$ cat src/rtl/ppsd_pkg.sv
package ppsd_pkg;

	// Field and register widths
	localparam int MAG_W      = 16;
	localparam int TIME_W     = 32;
	localparam int COUNT_W    = 24;
	localparam int DIST_W     = 32;
	localparam int MUL_W      = 32;
	localparam int CFG_IDX_W  = 3;
	localparam int CFG_DATA_W = 16;
	localparam int LEN_W      = 8;
	localparam int ENERGY_W   = 10;

	localparam int FILTER_DEPTH_DEF = 5;

	localparam logic [COUNT_W-1:0] COUNT_MAX = '1;

	// Register reset values
	localparam logic [15:0]         PEAK_LEVEL_RST  = 16'd5325;
	localparam logic [15:0]         SLOPE_LEVEL_RST = 16'd205;
	localparam logic [15:0]         MIN_GAP_RST     = 16'd200;
	localparam logic [LEN_W-1:0]    STEP_LENGTH_RST = 8'd75;
	localparam logic [ENERGY_W-1:0] ENERGY_RST      = 10'd40;

	// floor(n / 1000) = floor(floor(n / 8) * CAL_RECIP / 2^38) for n < 2^34
	localparam int               CAL_PRE   = 3;
	localparam int               CAL_SHIFT = 38;
	localparam logic [MUL_W-1:0] CAL_RECIP = 32'd2199023256;

	typedef enum logic [CFG_IDX_W-1:0] {
		REG_PEAK_LEVEL  = 3'd0,
		REG_SLOPE_LEVEL = 3'd1,
		REG_MIN_GAP     = 3'd2,
		REG_STEP_LENGTH = 3'd3,
		REG_ENERGY      = 3'd4
	} cfg_reg_t;

	typedef enum logic {
		OP_SAMPLE = 1'b0,
		OP_CLEAR  = 1'b1
	} op_t;

	typedef struct packed {
		logic                     operation;
		logic                     sample_valid;
		logic signed [MAG_W-1:0]  accel_x;
		logic signed [MAG_W-1:0]  accel_y;
		logic signed [MAG_W-1:0]  accel_z;
		logic [TIME_W-1:0]        time_ms;
	} in_item_t;

	typedef struct packed {
		logic                     step_found;
		logic [COUNT_W-1:0]       step_total;
		logic [DIST_W-1:0]        distance_cm;
		logic [COUNT_W-1:0]       calories_kcal;
		logic [MAG_W-1:0]         filtered_magnitude;
	} out_item_t;

	typedef enum logic [3:0] {
		ST_IDLE,
		ST_MUL_X,
		ST_MUL_Y,
		ST_MUL_Z,
		ST_SQ_START,
		ST_SQRT,
		ST_HIST,
		ST_AVG,
		ST_DET,
		ST_DIST,
		ST_CAL_MUL,
		ST_CAL_DIV,
		ST_RESULT
	} ppsd_state_t;

endpackage

$ cat src/rtl/ppsd_in_if.sv
interface ppsd_in_if;
	import ppsd_pkg::*;

	logic     valid;
	logic     ready;
	in_item_t data;

	modport source (output valid, output data, input ready);
	modport sink   (input valid, input data, output ready);
endinterface

$ cat src/rtl/ppsd_out_if.sv
interface ppsd_out_if;
	import ppsd_pkg::*;

	logic      valid;
	logic      ready;
	out_item_t data;

	modport source (output valid, output data, input ready);
	modport sink   (input valid, input data, output ready);
endinterface

$ cat src/rtl/pedometer_peak_step_detector_core.sv
// Channel  | Dir | Handshake     | Payload
// ---------+-----+---------------+-----------------------------------------------
// in_ch    | in  | valid / ready | operation, sample_valid, accel_x/y/z, time_ms
// out_ch   | out | valid / ready | step_found, step_total, distance_cm,
//          |     |               | calories_kcal, filtered_magnitude
// cfg      | in  | cfg_we        | cfg_index, cfg_data (no read-back)
//
// A valid sample passes squares, bit-serial square root, history, average,
// detector, distance and calories; its arithmetic runs on the shared
// 32x32 multiplier used once per cycle for squares, average, distance, calories.
// A clear or an invalid sample skips to the multiplier for distance/calories.
// in_ch.ready is high only while idle, so a new transfer waits until the core
// is back in ST_IDLE. The result register lets the
// next item enter while out_ch stalls; a second finished item waits in ST_RESULT.
// Reset (arst_n low) clears history, detector state, count; resets registers.
module pedometer_peak_step_detector_core #(
	parameter int FILTER_DEPTH = ppsd_pkg::FILTER_DEPTH_DEF
) (
	input  logic                             clk,
	input  logic                             arst_n,
	ppsd_in_if.sink                          in_ch,
	ppsd_out_if.source                       out_ch,
	input  logic                             cfg_we,
	input  logic [ppsd_pkg::CFG_IDX_W-1:0]   cfg_index,
	input  logic [ppsd_pkg::CFG_DATA_W-1:0]  cfg_data
);
	import ppsd_pkg::*;

	// Moving average: sum / FILTER_DEPTH as a multiply by a rounded-up
	// reciprocal, exact for every sum below 2^SUM_W.
	localparam int               DEPTH_LOG = $clog2(FILTER_DEPTH);
	localparam int               SUM_W     = MAG_W + DEPTH_LOG;
	localparam int               AVG_SHIFT = SUM_W + DEPTH_LOG;
	localparam logic [MUL_W-1:0] AVG_RECIP = MUL_W'(((64'd1 << AVG_SHIFT)
		+ 64'(FILTER_DEPTH) - 64'd1) / 64'(FILTER_DEPTH));

	ppsd_state_t state_q, state_d;

	// configuration registers
	logic [15:0]         peak_level_q;
	logic [15:0]         slope_level_q;
	logic [15:0]         min_gap_q;
	logic [LEN_W-1:0]    step_length_q;
	logic [ENERGY_W-1:0] energy_q;

	// item and datapath
	in_item_t            in_q;
	logic [MAG_W-1:0]    abs_x, abs_y, abs_z;
	logic [2*MAG_W-1:0]  acc_q;
	logic                mul_en;
	logic [MUL_W-1:0]    mul_a, mul_b;
	logic [2*MUL_W-1:0]  mul_p;
	logic                sq_start, sq_done;
	logic [MAG_W-1:0]    sq_root;
	logic                hist_wr;
	logic [SUM_W-1:0]    hist_sum;
	logic                gap_ok_q;
	logic [DIST_W-1:0]   dist_q;

	// detector state
	logic [MAG_W-1:0]    prev_q;
	logic                armed_q;
	logic [MAG_W-1:0]    peak_q;
	logic [TIME_W-1:0]   last_q;
	logic [COUNT_W-1:0]  count_q;
	logic                found_q;

	logic [MAG_W-1:0]    filt;
	logic                rise, fall;
	logic [COUNT_W+1:0]  cal_raw;
	logic [COUNT_W-1:0]  cal_sat;
	logic                out_load;
	logic                out_valid_q;
	out_item_t           out_q;

	function automatic logic [MAG_W-1:0] abs16(input logic [MAG_W-1:0] v);
		return v[MAG_W-1] ? (~v + 1'b1) : v;
	endfunction

	assign abs_x = abs16(in_q.accel_x);
	assign abs_y = abs16(in_q.accel_y);
	assign abs_z = abs16(in_q.accel_z);

	ppsd_mul u_mul (
		.clk (clk),
		.en  (mul_en),
		.a   (mul_a),
		.b   (mul_b),
		.p   (mul_p)
	);

	ppsd_isqrt u_isqrt (
		.clk      (clk),
		.arst_n   (arst_n),
		.start    (sq_start),
		.radicand (acc_q + mul_p[2*MAG_W-1:0]),
		.root     (sq_root),
		.done     (sq_done)
	);

	ppsd_hist #(
		.DEPTH (FILTER_DEPTH),
		.SUM_W (SUM_W)
	) u_hist (
		.clk    (clk),
		.arst_n (arst_n),
		.wr     (hist_wr),
		.mag    (sq_root),
		.sum    (hist_sum)
	);

	// Average comes out of the multiplier the cycle after ST_AVG.
	assign filt = mul_p[AVG_SHIFT +: MAG_W];
	// rise: filt - prev > slope; fall: prev - filt > slope
	assign rise = {1'b0, filt} > ({1'b0, prev_q} + {1'b0, slope_level_q});
	assign fall = {1'b0, prev_q} > ({1'b0, filt} + {1'b0, slope_level_q});

	// floor(total * energy / 1000); only saturates when energy > 1000
	assign cal_raw = mul_p[CAL_SHIFT +: COUNT_W+2];
	assign cal_sat = (cal_raw > (COUNT_W+2)'(COUNT_MAX)) ? COUNT_MAX : cal_raw[COUNT_W-1:0];

	assign in_ch.ready = (state_q == ST_IDLE);

	always_ff @(posedge clk or negedge arst_n) begin
		if (!arst_n) begin
			state_q <= ST_IDLE;
		end else begin
			state_q <= state_d;
		end
	end

	// sequencer: one multiplier use or one root step per cycle
	always_comb begin
		state_d  = state_q;
		mul_en   = 1'b0;
		mul_a    = '0;
		mul_b    = '0;
		sq_start = 1'b0;
		hist_wr  = 1'b0;
		out_load = 1'b0;
		unique case (state_q)
			ST_IDLE: begin
				if (in_ch.valid) begin
					if (in_ch.data.operation == OP_CLEAR || !in_ch.data.sample_valid) begin
						state_d = ST_DIST;
					end else begin
						state_d = ST_MUL_X;
					end
				end
			end
			ST_MUL_X: begin
				mul_en  = 1'b1;
				mul_a   = MUL_W'(abs_x);
				mul_b   = MUL_W'(abs_x);
				state_d = ST_MUL_Y;
			end
			ST_MUL_Y: begin
				mul_en  = 1'b1;
				mul_a   = MUL_W'(abs_y);
				mul_b   = MUL_W'(abs_y);
				state_d = ST_MUL_Z;
			end
			ST_MUL_Z: begin
				mul_en  = 1'b1;
				mul_a   = MUL_W'(abs_z);
				mul_b   = MUL_W'(abs_z);
				state_d = ST_SQ_START;
			end
			ST_SQ_START: begin
				sq_start = 1'b1;
				state_d  = ST_SQRT;
			end
			ST_SQRT: begin
				if (sq_done) begin
					state_d = ST_HIST;
				end
			end
			ST_HIST: begin
				hist_wr = 1'b1;
				state_d = ST_AVG;
			end
			ST_AVG: begin
				mul_en  = 1'b1;
				mul_a   = MUL_W'(hist_sum);
				mul_b   = AVG_RECIP;
				state_d = ST_DET;
			end
			ST_DET: begin
				state_d = ST_DIST;
			end
			ST_DIST: begin
				mul_en  = 1'b1;
				mul_a   = MUL_W'(count_q);
				mul_b   = MUL_W'(step_length_q);
				state_d = ST_CAL_MUL;
			end
			ST_CAL_MUL: begin
				mul_en  = 1'b1;
				mul_a   = MUL_W'(count_q);
				mul_b   = MUL_W'(energy_q);
				state_d = ST_CAL_DIV;
			end
			ST_CAL_DIV: begin
				// divide by 8 by shift, then by 125 by reciprocal
				mul_en  = 1'b1;
				mul_a   = MUL_W'(mul_p[CAL_PRE +: MUL_W-1]);
				mul_b   = CAL_RECIP;
				state_d = ST_RESULT;
			end
			ST_RESULT: begin
				if (!out_valid_q || out_ch.ready) begin
					out_load = 1'b1;
					state_d  = ST_IDLE;
				end
			end
			default: state_d = ST_IDLE;
		endcase
	end

	// configuration
	always_ff @(posedge clk or negedge arst_n) begin
		if (!arst_n) begin
			peak_level_q  <= PEAK_LEVEL_RST;
			slope_level_q <= SLOPE_LEVEL_RST;
			min_gap_q     <= MIN_GAP_RST;
			step_length_q <= STEP_LENGTH_RST;
			energy_q      <= ENERGY_RST;
		end else if (cfg_we) begin
			unique case (cfg_reg_t'(cfg_index))
				REG_PEAK_LEVEL:  peak_level_q  <= cfg_data;
				REG_SLOPE_LEVEL: slope_level_q <= cfg_data;
				REG_MIN_GAP:     min_gap_q     <= cfg_data;
				REG_STEP_LENGTH: step_length_q <= cfg_data[LEN_W-1:0];
				REG_ENERGY:      energy_q      <= cfg_data[ENERGY_W-1:0];
				default: ;
			endcase
		end
	end

	// detector and step count
	always_ff @(posedge clk or negedge arst_n) begin
		if (!arst_n) begin
			prev_q  <= '0;
			armed_q <= 1'b0;
			peak_q  <= '0;
			last_q  <= '0;
			count_q <= '0;
			found_q <= 1'b0;
		end else begin
			if (state_q == ST_IDLE && in_ch.valid) begin
				found_q <= 1'b0;
				if (in_ch.data.operation == OP_CLEAR) begin
					count_q <= '0;
				end
			end
			if (state_q == ST_DET) begin
				prev_q <= filt;
				if (gap_ok_q) begin
					if (rise && filt > peak_level_q) begin
						armed_q <= 1'b1;
						if (filt > peak_q) begin
							peak_q <= filt;
						end
					end else if (armed_q && fall && peak_q > peak_level_q) begin
						armed_q <= 1'b0;
						peak_q  <= '0;
						last_q  <= in_q.time_ms;
						found_q <= 1'b1;
						if (count_q != COUNT_MAX) begin
							count_q <= count_q + 1'b1;
						end
					end
				end
			end
		end
	end

	// payload registers
	always_ff @(posedge clk) begin
		if (state_q == ST_IDLE && in_ch.valid) begin
			in_q <= in_ch.data;
		end
		if (state_q == ST_MUL_Y) begin
			acc_q <= mul_p[2*MAG_W-1:0];
		end else if (state_q == ST_MUL_Z) begin
			acc_q <= acc_q + mul_p[2*MAG_W-1:0];
		end
		if (state_q == ST_HIST) begin
			// wrapping elapsed time since the last counted step
			gap_ok_q <= (in_q.time_ms - last_q) >= TIME_W'(min_gap_q);
		end
		if (state_q == ST_CAL_MUL) begin
			dist_q <= mul_p[DIST_W-1:0];
		end
		if (out_load) begin
			out_q.step_found         <= found_q;
			out_q.step_total         <= count_q;
			out_q.distance_cm        <= dist_q;
			out_q.calories_kcal      <= cal_sat;
			out_q.filtered_magnitude <= prev_q;
		end
	end

	always_ff @(posedge clk or negedge arst_n) begin
		if (!arst_n) begin
			out_valid_q <= 1'b0;
		end else if (out_load) begin
			out_valid_q <= 1'b1;
		end else if (out_ch.ready) begin
			out_valid_q <= 1'b0;
		end
	end

	assign out_ch.valid = out_valid_q;
	assign out_ch.data  = out_q;
endmodule

$ cat src/rtl/ppsd_mul.sv
module ppsd_mul (
	input  logic                           clk,
	input  logic                           en,
	input  logic [ppsd_pkg::MUL_W-1:0]     a,
	input  logic [ppsd_pkg::MUL_W-1:0]     b,
	output logic [2*ppsd_pkg::MUL_W-1:0]   p
);
	import ppsd_pkg::*;

	logic [2*MUL_W-1:0] p_q;

	always_ff @(posedge clk) begin
		if (en) begin
			p_q <= a * b;
		end
	end

	assign p = p_q;
endmodule

$ cat src/rtl/ppsd_isqrt.sv
module ppsd_isqrt (
	input  logic                           clk,
	input  logic                           arst_n,
	input  logic                           start,
	input  logic [2*ppsd_pkg::MAG_W-1:0]   radicand,
	output logic [ppsd_pkg::MAG_W-1:0]     root,
	output logic                           done
);
	import ppsd_pkg::*;

	localparam int CNT_W = $clog2(MAG_W);
	localparam int REM_W = MAG_W + 2;

	logic [2*MAG_W-1:0] rad_q;
	logic [REM_W-1:0]   rem_q;
	logic [MAG_W-1:0]   root_q;
	logic [CNT_W-1:0]   cnt_q;
	logic               busy_q;

	logic [REM_W+1:0]   rem_sh;
	logic [REM_W+1:0]   trial;
	logic [REM_W+1:0]   diff;
	logic               take;

	// one result bit per cycle, two radicand bits shifted in
	assign rem_sh = {rem_q, rad_q[2*MAG_W-1 -: 2]};
	assign trial  = {2'b00, root_q, 2'b01};
	assign take   = (rem_sh >= trial);
	assign diff   = rem_sh - trial;

	always_ff @(posedge clk or negedge arst_n) begin
		if (!arst_n) begin
			busy_q <= 1'b0;
			cnt_q  <= '0;
		end else if (start) begin
			busy_q <= 1'b1;
			cnt_q  <= '0;
		end else if (busy_q) begin
			cnt_q <= cnt_q + 1'b1;
			if (done) begin
				busy_q <= 1'b0;
			end
		end
	end

	always_ff @(posedge clk) begin
		if (start) begin
			rad_q  <= radicand;
			rem_q  <= '0;
			root_q <= '0;
		end else if (busy_q) begin
			rad_q  <= {rad_q[2*MAG_W-3:0], 2'b00};
			rem_q  <= take ? diff[REM_W-1:0] : rem_sh[REM_W-1:0];
			root_q <= {root_q[MAG_W-2:0], take};
		end
	end

	assign done = busy_q && (cnt_q == CNT_W'(MAG_W - 1));
	assign root = root_q;
endmodule

$ cat src/rtl/ppsd_hist.sv
module ppsd_hist #(
	parameter int DEPTH = ppsd_pkg::FILTER_DEPTH_DEF,
	parameter int SUM_W = ppsd_pkg::MAG_W + $clog2(ppsd_pkg::FILTER_DEPTH_DEF)
) (
	input  logic                       clk,
	input  logic                       arst_n,
	input  logic                       wr,
	input  logic [ppsd_pkg::MAG_W-1:0] mag,
	output logic [SUM_W-1:0]           sum
);
	import ppsd_pkg::*;

	localparam int SLOT_W = (DEPTH > 1) ? $clog2(DEPTH) : 1;

	logic [MAG_W-1:0]  hist_q [DEPTH];
	logic [SLOT_W-1:0] slot_q;
	logic [SUM_W-1:0]  sum_q;
	logic [MAG_W-1:0]  old_mag;

	assign old_mag = hist_q[slot_q];

	// running sum: drop the overwritten entry, add the new one
	always_ff @(posedge clk or negedge arst_n) begin
		if (!arst_n) begin
			for (int i = 0; i < DEPTH; i++) begin
				hist_q[i] <= '0;
			end
			slot_q <= '0;
			sum_q  <= '0;
		end else if (wr) begin
			hist_q[slot_q] <= mag;
			slot_q         <= (slot_q == SLOT_W'(DEPTH - 1)) ? '0 : slot_q + 1'b1;
			sum_q          <= sum_q - SUM_W'(old_mag) + SUM_W'(mag);
		end
	end

	assign sum = sum_q;
endmodule

$ cat src/flat_wrapper.sv
// flat-port wrapper written by rule: the top's interface ports become plain ports
module pedometer_peak_step_detector_core_flat import ppsd_pkg::*;
#(
	parameter int FILTER_DEPTH = ppsd_pkg::FILTER_DEPTH_DEF
)
  (clk, arst_n, cfg_we, cfg_index, cfg_data, in_ch_valid, in_ch_data, in_ch_ready, out_ch_valid, out_ch_data, out_ch_ready);
  ppsd_in_if in_ch_i ();
  ppsd_out_if out_ch_i ();
  input  logic clk;
  input  logic arst_n;
  input  logic cfg_we;
  input  logic [ppsd_pkg::CFG_IDX_W-1:0] cfg_index;
  input  logic [ppsd_pkg::CFG_DATA_W-1:0] cfg_data;
  input wire logic [$bits(in_ch_i.valid)-1:0] in_ch_valid;
  input wire logic [$bits(in_ch_i.data)-1:0] in_ch_data;
  output wire logic [$bits(in_ch_i.ready)-1:0] in_ch_ready;
  output wire logic [$bits(out_ch_i.valid)-1:0] out_ch_valid;
  output wire logic [$bits(out_ch_i.data)-1:0] out_ch_data;
  input wire logic [$bits(out_ch_i.ready)-1:0] out_ch_ready;
  assign in_ch_i.valid = in_ch_valid;
  assign in_ch_i.data = in_ch_data;
  assign in_ch_ready = in_ch_i.ready;
  assign out_ch_valid = out_ch_i.valid;
  assign out_ch_data = out_ch_i.data;
  assign out_ch_i.ready = out_ch_ready;
  pedometer_peak_step_detector_core #(.FILTER_DEPTH(FILTER_DEPTH)) u_core (.clk(clk), .arst_n(arst_n), .in_ch(in_ch_i), .out_ch(out_ch_i), .cfg_we(cfg_we), .cfg_index(cfg_index), .cfg_data(cfg_data));
endmodule
$ cat config.mk
export PLATFORM = sky130hd
export DESIGN_NAME = pedometer_peak_step_detector_core_flat
export DESIGN_NICKNAME = d
export VERILOG_FILES = /design/src/rtl/ppsd_pkg.sv /design/src/rtl/ppsd_in_if.sv /design/src/rtl/ppsd_out_if.sv /design/src/rtl/pedometer_peak_step_detector_core.sv /design/src/rtl/ppsd_mul.sv /design/src/rtl/ppsd_isqrt.sv /design/src/rtl/ppsd_hist.sv /design/src/flat_wrapper.sv
export SDC_FILE = /design/constraint.sdc
export NUM_CORES = 2
export LEC_CHECK = 0
export BUFFER_PORTS_ARGS = -buffer_cell sky130_fd_sc_hd__buf_2
export CAP_MARGIN = 20
export CORE_MARGIN = 4
export CORE_UTILIZATION = 65
export CTS_CLUSTER_SIZE = 28
export DETAILED_ROUTE_END_ITERATION = 16
export GPL_TIMING_DRIVEN = 1
export PLACE_DENSITY = 0.83
export SETUP_SLACK_MARGIN = 0.02
export SKIP_CTS_REPAIR_TIMING = 1
export SLEW_MARGIN = 20
export SYNTH_ARGS = -nofsm -noshare
export SYNTH_HDL_FRONTEND = slang
export SYNTH_SLANG_ARGS = --single-unit
export TNS_END_PERCENT = 10
$ cat constraint.sdc
create_clock -name clk -period 20.2 [get_ports clk]
set_clock_uncertainty 0.2 [all_clocks]
set_input_delay 3.03 -clock clk [delete_from_list [all_inputs] [get_ports clk]]
set_output_delay 3.03 -clock clk [all_outputs]
set_load 0.02 [all_outputs]
# Word-level counts from Yosys, hierarchy flattened
# Cells that the tools add are included.
# word_totals
ff_bits	640
wordCells	168
# op_classes
add_sub_neg	13
n_mul	1
order_cmp	10
n_eq_ne	23
muxes	51
bitwise_logic	5
reduce_logical	27
# ops
op	n
$pmux 32 s7	1
$pmux 31 s6	1
$mux 24	7
$mux 16	9
$mux 32	4
$bwmux 80	1
$mul 31x32->63	1
$pmux 4 s13	1
$add 16x1->16 const B	3
$bmux 16 s3	1
$demux 16 s3	1
$gt 16x16->1	3
$not 16->16	3
$add 16x16->17	2
$gt 16x17->1	2
$add 32x32->32	1
$ge 32x16->1	1
$sub 32x32->32	1
$gt 26x24->1 const B	1
$add 24x1->24 const B	1
$eq 4x4->1 const B	6
$mux 4	6
$ne 24x24->1 const B	1
$ge 20x18->1	1
other kinds (31)	71

# Depth between registers and ports, before layout
# logic_depth
word_depth	8
mapped_depth	41
ltp_nobuf	40

# Modules after synthesis
# From an unflattened synthesis, not the netlist that was laid out.
# unflattened
hier_cells	6803
area_unflattened_um2	68127.8
# by_module_without_submodules
module	n_inst	cells_per_inst	area_each_um2	seq_area_each_um2
ppsd_mul	1	3761	35336.4	1921.8
pedometer_peak_step_detector_core	1	2098	22925.7	11322.1
ppsd_hist	1	566	5940.7	2552.4
ppsd_isqrt	1	378	3925.0	1766.7

# Worst setup path before layout
# Ideal clock, no wire load.
# synth_path
kind	register -> register
from	register u_core.in_q[53] in the netlist's numbering
to	register u_core.u_mul.p_q[62], in the netlist u_core.u_mul.p[62] (data pin)
arrival_time_ns	9.144
required_ns	19.742
path_slack_ns	10.599
stages_incl_launch_ff	36
path_buffers	1
synth_period_minus_slack_ns	9.601
cell_sequence	edfxtp_1 -> or4_4 -> nor4_4 -> nand2b_1 -> or2_1 -> o21ai_2 -> xor2_1 -> nor2_1 -> a221oi_4 -> inv_4 -> a2111oi_4 -> buf_6 -> nor2_1 -> fa_1 -> fa_1 -> inv_1 -> fa_1 -> inv_1 -> fa_1 -> fa_1 -> fa_1 -> fa_1 -> inv_1 -> fa_1 -> inv_1 -> ha_1 -> a21o_1 -> a21o_1 -> a221o_1 -> a22oi_1 -> a311oi_1 -> nor4_1 -> o21ai_0 -> a221o_1 -> a21oi_1 -> xnor2_1
# synth_between
elab_chain_cells	5
# synth_rtl
item	line	text
start: declaration	pedometer_peak_step_detector_core.sv:47	in_item_t in_q;
start signal: assignment	pedometer_peak_step_detector_core.sv:281	in_q <= in_ch.data;
$not 16->16	pedometer_peak_step_detector_core.sv:77	return v[MAG_W-1] ? (~v + 1'b1) : v;
$add 16x1->16	pedometer_peak_step_detector_core.sv:77	
$mux 16 *	pedometer_peak_step_detector_core.sv:77	
$pmux 32 s7 / $pmux 31 s6 (equally long branches)	pedometer_peak_step_detector_core.sv:141	unique case (state_q)
$mul 31x32->63 *	ppsd_mul.sv:14	p_q <= a * b;
end signal: assignment	ppsd_mul.sv:14	
end: declaration	ppsd_mul.sv:10	logic [2*MUL_W-1:0] p_q;
# Every way passes the cells marked *; elsewhere a longest branch is shown, timed or not.
# A chain may end at the register's enable or synchronous reset.

# Worst setup path in the final report
# layout_path
from	register u_core.in_q[54] in the netlist's numbering
to	register u_core.u_mul.p_q[62], in the netlist u_core.u_mul.p[62] (data pin)
# Same word-level chain as after synthesis.

==> results.md <==
* Post-detail-place hpwl at 123,700 um
* Ys async rst share at a little over two fifths
* Uppermost routed layer: met5
* Worst Tran Pin Value at about 1200 ps
* Ys flop type: edfxtp_1
* Critical R2R Launch: u_core.in_q[54]
* Top cells by area, synth: fa_1 (21%), edfxtp_1 (18%), ha_1 (13%), dfrtp_1 (11%), inv_1 (6.7%)
* Syn-to-layout area delta at 8.926%
* Overflow after GRT at 0
* Most used cell, CP: fa_1
* Worst hold margin at 219.3 ps
* Largest net degree at the start of global routing at about 130
* Via/cell ratio at 5.980
* Core area at ~0.087 mm^2
* Die ar. at roughly 0.093 mm^2
* GRT Resource Usage Total at 33.90%
* Sequential share of the synthesized area at 30.46%
* Crit end category: flip-flop
* Fill cells at 6,248
* Final Max Tran Viols at 0
* Pwr/cell area at 178.0 mW/mm^2
* Setup violators final at 0
* Yosys warnings at 0
* Via count at around 43,000
* Reg2reg end: u_core.u_mul.p[62]
* Critical Path Max Stage Delay at 960 ps
* Die height at 305.6 um
* Worst-path clk slew at 60 ps
* Max-Cap Viols at 0
* Tcrit/Tclk final at roughly 57%
* CTS tree: built
* Count leader, synth: inv_1
* Avg Inst Size Synth at 10.07 um^2
* Initial Utilization at 65.95%
* RePlAce Congestion at 1.021
* Share of cells above drive strength 1 at 9.997%
* Slew margin rel. at 20.69%
* Yosys top cell area share at roughly a fifth
* Max Fclk at 86.80 MHz
* Clock Sinks at about 640
* Die Wd at 305.6 um
* Rows at 108
* Port-buffer cells at 204
* Longest Clk Path Bufs at 3
* RSZ-0062 raised after global routing: no
* CTS Buf Count at 71
* Post-synthesis cell area at 0.05757 mm^2
* Reg2Reg Depth at 35
* Max Fanout on Critical Path at 15
* Met3 wire len at 17,250 um
* Wl on met1 at between 60,000 and 70,000 um
* 1st-pass router iterations at 6
* Cell variety after synth at 89
* Initial DRC Count at a little over 4,000
* Worst Setup Start Kind: flip-flop
* DRT antenna net count at 0
* Worst skew pair latency at 660 ps
* Top-level I/O count at 205
* Worst hold path type: flip-flop to flip-flop
* Worst VDD drop at 0.1569 mV
* Sum Neg Setup Slack at 0 ps
* Status: finished clean
* Post-synth EDFFs at 337
* Largest area contributor in the netlist: fa_1
* Number of antenna violations at the first check in global routing at 7
* CP Capture Point: u_core.u_mul.p[62]
* Setup Crit Path Kind: flip-flop to flip-flop
* H-tree levels at 3
* Synthesis-stage register bit count at about 640
* Drt wl/cell at 21.84 um
* WP data arrival at between 10,000 and 15,000 ps
* Met2 WL at 71,880 um
* CP Launch Point: u_core.in_q[54]
* DRC at 0
* Final wirelength at 156,900 um
* Root Driver: clkbuf_16
* Fin crit period at 11,520 ps
* Worst EP required at between 20,000 and 25,000 ps
* Nets@finish at 7,264
* Synthesized instance count at 5,715
* Leakage power at between 30 and 40 nW
* Slowest cell on crit path: a2111oi_4
* Post-synth top cells: inv_1 (1,023), fa_1 (612), ha_1 (582), nand2_1 (551), nor2_1 (359)
* Final hold vios at 0
* Number of global-route vias before repair at about 44,000
* First-pass GRT wire length at 246,100 um
* FF-to-FF setup slack at roughly 8700 ps
-- critical path, delay by kind of cell (launching register included) --
kind	cells	cell delay, ps
xor+xnor	2	250
simple gates	8	1920
flops	1	410
buf+inv	7	480
fa+ha+maj	9	4350
compound gates	9	3650
-- layout make-up --
type	count	area (um^2)	area share, %
well taps	1155	1445	2.305
clock buffers	91	1943	3.099
diodes	7	17.52	0.02793
inverters	1025	3850	6.140
flip-flops and latches	639	17530	27.96
repair buffers	257	1449	2.311
clock inverters	40	454.2	0.7243
multi-input cells	3970	36010	57.43
-- power breakdown --
part	switching (W)	internal [W]
registers	0.000370	0.00200
clock network	0.000552	0.000779
logic	0.00452	0.00294
total	0.00545	0.00572
-- per-layer routing --
metal  track usage, %  vias up
met5                0        -
met4            12.95        4
met3            9.485      438
met2            54.40     2107
met1            44.30    21107
li1                 -    19305
-- cell families after synthesis --
group                    synth area share, %
AND/OR/NAND/NOR                        11.29
adder cells (fa/ha/maj)                33.93
multiplexers                           3.541
other                                0.01305
buffers and inverters                  7.850
XOR/XNOR                               3.012
flip-flops                             30.46
AO/OA/AOI/OAI                          9.902
-- sequential cells by signal, summed over array words and instances (netlist names), 3 cells and up --
signal                cells
u_core.u_isqrt.rem_q     18
u_core.energy_q          10
u_core.u_isqrt.root      16
u_core.step_length_q      8
u_core.min_gap_q         16
u_core.count_q           24
u_core.out_ch.data       97
u_core.u_hist.slot_q      3
u_core.state_q            4
u_core.u_isqrt.cnt_q      4
u_core.last_q            32
u_core.slope_level_q     16
u_core.u_hist.sum        19
u_core.acc_q             32
u_core.prev_q            16
u_core.in_q              80
u_core.dist_q            32
u_core.u_isqrt.rad_q     32
u_core.peak_level_q      16
u_core.u_mul.p           63
u_core.peak_q            16
u_core.u_hist.hist_q     80
-- stage by stage --
stage,std cells,utilization (%),worst slack (ps),total power [W],cell area [um^2]
3_5_place_dp,7046,69.06,8927,0.009648,60280
6_report,7184,71.83,8680,0.01116,62710
3_3_place_gp,7045,69.03,9197,0.009347,60260
2_1_floorplan,5806,-,10600,0.007639,57910
5_1_grt,7177,71.81,8300,0.01214,62690
4_1_cts,7177,71.80,8884,0.01105,62680
-- worst min path at each step --
stage	from	end	slack, ps	depth (start not counted)
final	u_core.dist_q[31]	u_core.out_ch.data[71]	220	0
after global routing	u_core.dist_q[16]	u_core.out_ch.data[56]	230	0
after CTS	u_core.dist_q[31]	u_core.out_ch.data[71]	220	0
after detailed placement	u_core.dist_q[29]	u_core.out_ch.data[69]	200	0
after global placement	u_core.dist_q[22]	u_core.out_ch.data[62]	200	0
after floorplan	u_core.dist_q[0]	u_core.out_ch.data[40]	200	0
-- layout by cell type (no fill, tap or decap), types with 14 or more instances in the layout --
cell	count
a211oi_1	22
a21boi_0	14
a21o_1	107
a21oi_1	211
a22o_1	17
a31oi_1	21
and2_1	57
and3_1	36
and4_1	20
buf_2	203
buf_4	52
clkbuf_16	72
conb_1	93
dfrtp_1	246
dfstp_2	21
dfxtp_1	34
edfxtp_1	337
fa_1	612
ha_1	582
inv_1	1023
mux2_2	101
mux2i_1	54
mux4_2	16
nand2_1	550
nand2b_1	55
nand3_1	59
nand4_1	55
nor2_1	354
nor2b_1	30
nor3_1	44
o211ai_1	15
o21a_1	32
o21ai_0	318
o21bai_1	23
o31ai_1	24
or2_2	51
or3_1	17
xnor2_1	109
xor2_1	89
Note: power is estimated with default switching activity, not from simulation.
